## src/rtl/core/sfr_pkg.sv

```systemverilog
package sfr_pkg;

  localparam logic [7:0] SYNC_BYTE   = 8'hE0;
  localparam logic [7:0] MARK_BYTE   = 8'hD0;
  localparam logic [7:0] BCAST_ADDR  = 8'hFF;
  localparam logic [7:0] CMD_RESET   = 8'hF0;
  localparam logic [7:0] CMD_SETADDR = 8'hF1;
  localparam logic [7:0] RESET_ARG   = 8'hD9;

  localparam logic [1:0] PH_IDLE = 2'd0;
  localparam logic [1:0] PH_DEST = 2'd1;
  localparam logic [1:0] PH_SIZE = 2'd2;
  localparam logic [1:0] PH_BODY = 2'd3;

  localparam logic [1:0] EV_DATA  = 2'd0;
  localparam logic [1:0] EV_GOOD  = 2'd1;
  localparam logic [1:0] EV_CSUM  = 2'd2;
  localparam logic [1:0] EV_EMPTY = 2'd3;

  typedef struct packed {
    logic [1:0] event_res;
    logic [7:0] data;
    logic       broadcast;
    logic [7:0] current_address;
    logic       address_changed;
  } res_t;

endpackage

```

## src/rtl/core/serial_frame_receiver.sv

```systemverilog
// Serial frame receiver.
// Input channel (in_valid/in_ready/in_rx_byte): one raw line byte per beat.
// Bytes are dropped until sync 0xE0; the frame after it is unescaped
// (0xD0 marks the next byte plus one) and parsed as destination, size,
// data bytes and checksum.
// Output channel (out_valid/out_ready/out_*): at most one beat per input
// byte: a data beat for each payload byte of a frame addressed to this node
// or to broadcast, and one frame-end beat per frame (good, checksum error,
// empty). On checksum error the consumer drops the data of that frame.
// Each result is registered in the output register or the skid register.
// Throughput: one byte per cycle while in_ready is high.
// The output register is backed by a one-beat skid register, so in_ready
// is registered and the receiver keeps taking bytes while one result waits.
// When both hold a beat, in_ready drops until the consumer takes one.
// Reset (rst_n low, synchronous): back to waiting for sync, node address 0,
// output empty.
module serial_frame_receiver (
  input  logic       clk,
  input  logic       rst_n,
  input  logic       in_valid,
  output logic       in_ready,
  input  logic [7:0] in_rx_byte,
  output logic       out_valid,
  input  logic       out_ready,
  output logic [1:0] out_event_res,
  output logic [7:0] out_data,
  output logic       out_broadcast,
  output logic [7:0] out_current_address,
  output logic       out_address_changed
);

  logic [1:0] phase_r, phase_nxt;
  logic       esc_r, esc_nxt;
  logic [7:0] dest_r, dest_nxt;
  logic [7:0] left_r, left_nxt;
  logic [7:0] sum_r, sum_nxt;
  logic [7:0] addr_r, addr_nxt;
  logic [7:0] pay0_r, pay0_nxt;
  logic [7:0] pay1_r, pay1_nxt;
  logic [1:0] seen_r, seen_nxt;

  logic       out_valid_r, out_valid_nxt;
  logic       skid_valid_r, skid_valid_nxt;
  sfr_pkg::res_t out_r, out_nxt;
  sfr_pkg::res_t skid_r, skid_nxt;

  logic          accept;
  logic          produce;
  sfr_pkg::res_t res;
  logic [7:0]    v;
  logic          bcast;

  assign in_ready = !skid_valid_r;
  assign accept   = in_valid && in_ready;
  assign bcast    = (dest_r == sfr_pkg::BCAST_ADDR);

  always_comb begin
    phase_nxt = phase_r;
    esc_nxt   = esc_r;
    dest_nxt  = dest_r;
    left_nxt  = left_r;
    sum_nxt   = sum_r;
    addr_nxt  = addr_r;
    pay0_nxt  = pay0_r;
    pay1_nxt  = pay1_r;
    seen_nxt  = seen_r;
    produce   = 1'b0;
    res       = '0;
    res.broadcast = bcast;
    v = esc_r ? in_rx_byte + 8'd1 : in_rx_byte;

    if (accept) begin
      if (phase_r == sfr_pkg::PH_IDLE) begin
        if (in_rx_byte == sfr_pkg::SYNC_BYTE) begin
          phase_nxt = sfr_pkg::PH_DEST;
          esc_nxt   = 1'b0;
        end
      end else if (!esc_r && in_rx_byte == sfr_pkg::MARK_BYTE) begin
        esc_nxt = 1'b1;
      end else begin
        esc_nxt = 1'b0;
        unique case (phase_r)
          sfr_pkg::PH_DEST: begin
            dest_nxt  = v;
            sum_nxt   = v;
            seen_nxt  = 2'd0;
            pay0_nxt  = '0;
            pay1_nxt  = '0;
            phase_nxt = sfr_pkg::PH_SIZE;
          end
          sfr_pkg::PH_SIZE: begin
            sum_nxt  = sum_r + v;
            left_nxt = v;
            if (v == 8'd0) begin
              phase_nxt     = sfr_pkg::PH_IDLE;
              produce       = 1'b1;
              res.event_res = sfr_pkg::EV_EMPTY;
            end else begin
              phase_nxt = sfr_pkg::PH_BODY;
            end
          end
          default: begin
            if (left_r > 8'd1) begin
              left_nxt = left_r - 8'd1;
              sum_nxt  = sum_r + v;
              if (seen_r == 2'd0) pay0_nxt = v;
              else if (seen_r == 2'd1) pay1_nxt = v;
              if (seen_r < 2'd2) seen_nxt = seen_r + 2'd1;
              if (bcast || dest_r == addr_r) begin
                produce       = 1'b1;
                res.event_res = sfr_pkg::EV_DATA;
                res.data      = v;
              end
            end else begin
              // checksum byte closes the frame
              left_nxt  = '0;
              phase_nxt = sfr_pkg::PH_IDLE;
              produce   = 1'b1;
              if (v != sum_r) begin
                res.event_res = sfr_pkg::EV_CSUM;
              end else begin
                res.event_res = sfr_pkg::EV_GOOD;
                if (bcast && seen_r == 2'd2) begin
                  if (pay0_r == sfr_pkg::CMD_RESET && pay1_r == sfr_pkg::RESET_ARG) begin
                    addr_nxt            = '0;
                    res.address_changed = 1'b1;
                  end else if (pay0_r == sfr_pkg::CMD_SETADDR) begin
                    addr_nxt            = pay1_r;
                    res.address_changed = 1'b1;
                  end
                end
              end
            end
          end
        endcase
      end
    end
    res.current_address = addr_nxt;
  end

  // output register with one-beat skid
  always_comb begin
    out_valid_nxt  = out_valid_r;
    out_nxt        = out_r;
    skid_valid_nxt = skid_valid_r;
    skid_nxt       = skid_r;
    if (!out_valid_r || out_ready) begin
      if (skid_valid_r) begin
        out_valid_nxt  = 1'b1;
        out_nxt        = skid_r;
        skid_valid_nxt = 1'b0;
      end else begin
        out_valid_nxt = produce;
        out_nxt       = res;
      end
    end else if (produce) begin
      skid_valid_nxt = 1'b1;
      skid_nxt       = res;
    end
  end

  always_ff @(posedge clk) begin
    if (!rst_n) begin
      phase_r      <= sfr_pkg::PH_IDLE;
      esc_r        <= 1'b0;
      dest_r       <= '0;
      left_r       <= '0;
      sum_r        <= '0;
      addr_r       <= '0;
      pay0_r       <= '0;
      pay1_r       <= '0;
      seen_r       <= '0;
      out_valid_r  <= 1'b0;
      skid_valid_r <= 1'b0;
    end else begin
      phase_r      <= phase_nxt;
      esc_r        <= esc_nxt;
      dest_r       <= dest_nxt;
      left_r       <= left_nxt;
      sum_r        <= sum_nxt;
      addr_r       <= addr_nxt;
      pay0_r       <= pay0_nxt;
      pay1_r       <= pay1_nxt;
      seen_r       <= seen_nxt;
      out_valid_r  <= out_valid_nxt;
      skid_valid_r <= skid_valid_nxt;
    end
  end

  always_ff @(posedge clk) begin
    out_r  <= out_nxt;
    skid_r <= skid_nxt;
  end

  assign out_valid           = out_valid_r;
  assign out_event_res       = out_r.event_res;
  assign out_data            = out_r.data;
  assign out_broadcast       = out_r.broadcast;
  assign out_current_address = out_r.current_address;
  assign out_address_changed = out_r.address_changed;

endmodule

```

## config.mk

```make
export PLATFORM = sky130hd
export DESIGN_NAME = serial_frame_receiver
export DESIGN_NICKNAME = d
export VERILOG_FILES = /design/src/rtl/core/sfr_pkg.sv /design/src/rtl/core/serial_frame_receiver.sv
export SDC_FILE = /design/constraint.sdc
export NUM_CORES = 1
export LEC_CHECK = 0
export ABC_AREA = 1
export CAP_MARGIN = 20
export CORE_MARGIN = 2
export CORE_UTILIZATION = 60
export DETAILED_ROUTE_END_ITERATION = 7
export DONT_BUFFER_PORTS = 1
export PLACE_DENSITY = 0.87
export SYNTH_ARGS = -nofsm -noshare
export SYNTH_HDL_FRONTEND = slang
export SYNTH_SLANG_ARGS = --single-unit
```

## constraint.sdc

```tcl
create_clock -name clk -period 5.9 [get_ports clk]
set_clock_uncertainty 0.1 [all_clocks]
set_input_delay 0 -clock clk [delete_from_list [all_inputs] [get_ports clk]]
set_output_delay 0 -clock clk [all_outputs]
set_load 0.005 [all_outputs]
```

==> impl_results.md <==
- Grt ovf: 0
- Drt pass-1 iters: 6
- Half-perimeter wire length after placement: 8570 um
- Endpoint, Worst Hold: sum_r[4]
- CTS buffer count: 9
- Post-synthesis mux area share: 0%
- Setup TNS: 0 ns
- Drt first-iter violations: 488
- Slew headroom: ~28%
- Resized Gates After CTS: 0
- Synth Instances: 624
- PD cells: 222 mW/mm^2
- Endpoints failing setup: 0
- WS Path Type: reg -> reg
- Hold Crit Depth: 4
- Post-synthesis cell area: approximately 0.005 mm^2
- H-Tree Depth: 3
- DR WL/cell: 16.7 um
- Max_cap viols: 0
- Post-route ant nets: 0
- DRC: 0
- CTS max path bufs: 2
- Synth Area in Simple Gates: 23.9%
- Die height: ~95 um
- Run status: finished, final reports clean
- Rows: 33
- CTS clock-pin slew for the worst setup and hold paths: 0.11 ns
- I/O Buffers: 0
- Initial core utilization: 61.4%
- Clk sink count: 95
- PnR worst setup slack: between 2 and 3 ns
- Static Leakage: 2.41 nW
- HP Start: in_rx_byte[4]
- Die width: between 90 and 100 um
- Reg2reg start: esc_r
- Reg-to-reg setup timing slack: ~2.7 ns
- Crit path DAT: 3.28 ns
- Synth unique cells: between 40 and 50
- Worst slack at placement: 2.81 ns
- Post-synthesis adder-cell area fraction: under 10%
- XOR/XNOR share of the synthesized area: 2.97%
- Synth Area in Compound Gates: 15.1%
- Most common cell after layout, fill and taps aside: nand2_1
- Global-route wire length before repair: 19800 um
- Maximum vdd drop: about 0.15 mV
- Share of layout cells above drive strength 1: 6.93%
- RSZ-0062 raised after global routing: no
- GP Congestion: 0.869
- Core Footprint: 0.00818 mm^2
- Largest net degree at the start of global routing: 34
- Number of synthesized register bits: 95
- Layout area overhead: 7.56%
- Net Count, Synth: 654
- Number of vias per cell: 6.01
- Mean Syn Cell Area: 8.04 um^2
- # fillers: between 500 and 600
- Top achievable clock speed: about 0.31 GHz
- Clock Latency Late Sink: 0.37 ns
- Fin. max-slew vios: 0
- Hold Path Class: in -> reg
- Vias in the first global route: 4243
- Final Critical Period: 3.24 ns
- Critical path required time: around 5.9 ns
- Most frequent cells in the layout: nand2_1, inv_1, nor2_1
- Final Hold Viols: 0
- Critical R2R Capture: out_current_address[6]
- CP max FO: 8
- Crit end category: flip-flop
- Path depth of the worst reg2reg path: 14
- Global Route Usage Sum: 28.2%
- Vias: 4451
- Final core occ: 66.0%
- CTS tree: built
- Boundary pin count: 34
- Initial antenna violation count: 0
- Fin crit share: between 50% and 60%
- Worst-Margin Slew: around 1.1 ns
- N_diodes: 0
- YS warnings: 0
- Post-detailed-routing wire length: around 12000 um
- Largest family of logic cells by synthesized area: simple AND/OR/NAND/NOR gates
- Nets: between 600 and 700
- Root Buffer: clkbuf_8
- Seq/Total Area, Yosys: 45.9%
- DIE AREA: 0.00911 mm^2
- Startpoint Class: flip-flop
layout make-up:
class                           instances  area, um^2  share of cell area, %
Multi-Input combinational cell        435        2340                   43.3
Sequential cell                        95        2300                   42.7
Inverter                               77         289                   5.36
Tap cell                              105         131                   2.44
Clock buffer                            9         124                   2.30
Timing Repair Buffer                   12         118                   2.18
Clock inverter                          7        92.6                   1.72
Yosys cell counts (all sizes together):
cell / number / share of area (%)
nand4: 14 / 1.9
and2: 2 / 0.25
a211oi: 4 / 0.60
clkbuf: 11 / 0.82
a21oi: 52 / 5.3
o22ai: 8 / 1.0
nor3b: 1 / 0.37
o21ai: 60 / 6.2
a31oi: 4 / 0.50
o2111ai: 1 / 0.17
o211ai: 2 / 0.30
ha: 17 / 4.2
o21a: 1 / 0.15
a211o: 1 / 0.17
a311oi: 1 / 0.17
xnor2: 4 / 0.70
nand2: 128 / 9.7
inv: 76 / 5.7
buf: 6 / 0.90
edfxtp: 40 / 24
a21o: 1 / 0.15
nand3: 31 / 3.8
nor2: 71 / 5.7
dfxtp: 55 / 22
nand3b: 1 / 0.22
or2: 2 / 0.25
nor3: 12 / 1.7
clkinv: 1 / 0.075
o21bai: 3 / 0.45
xor2: 13 / 2.3
fa: 1 / 0.40
kinds of logic (layout without fill, tap and decap cells):
kind of cell	count (synthesis)	count (layout)
AND/OR/NAND/NOR	262	262
AO/OA/AOI/OAI	138	138
buffers and inverters	94	105
adder cells (fa/ha/maj)	18	18
XOR/XNOR	17	17
flip-flops	95	95
state kept, by name, indices dropped and copies added, names as in the netlist, 8 cells and up:
name and count:
pay0_r 8, skid_r 20, pay1_r 8, left_r 8, sum_r 8, out_data 8
out_current_address 8, addr_r 8, dest_r 8
timing repair:
item	CTS	global route
endpoints found under the hold margin	38	0
setup buffers	0	0
hold buffers	11	0
through the flow:
| step | area, um^2 | hold WS [ns] | power [mW] | cells |
|---|---|---|---|---|
| final | 5400 | 0.0376 | 1.20 | 740 |
| after detailed placement | 5070 | 0.0383 | 0.738 | 713 |
| after global routing | 5400 | 0.0124 | 1.23 | 740 |
| after CTS | 5400 | 0.00163 | 1.19 | 740 |
| after floorplan | 5020 | 0.0383 | 0.728 | 624 |
| after global placement | 5070 | 0.0208 | 0.737 | 713 |
power breakdown:
part / total [mW] / leakage (nW) / internal, mW / switching (mW)
logic: 0.0568 / 1.40 / 0.0162 / 0.0406
clock network: 0.462 / 0.102 / 0.206 / 0.256
registers: 0.679 / 0.907 / 0.679 / 0.000350
worst max-delay path: stages, from the launching register on:
cell and delay [ns]:
dfxtp_1 0.46, nand2_1 0.09, xor2_1 0.47, inv_1 0.26, ha_1 0.40, nor2_1 0.10, nand2_1 0.07, nor3_1 0.27
nand3_4 0.15, nor2_4 0.20, nand3_2 0.13, nand2_1 0.12, nand2_2 0.07, nand2_1 0.07, nand2_1 0.06
worst max-delay path by stage:
stage | end | startpoint
after floorplan | skid_r[0] | esc_r
after global placement | out_current_address[6] | esc_r
after detailed placement | out_current_address[6] | esc_r
after CTS | out_current_address[6] | esc_r
after global routing | out_current_address[6] | esc_r
final | out_current_address[6] | esc_r
routing by layer:
metal,GRT usage [%],wire (um)
met5,0,0
met4,14.0,578
met2,48.2,5800
met3,5.77,1210
met1,33.8,4790
(Power assumes the default switching activity.)
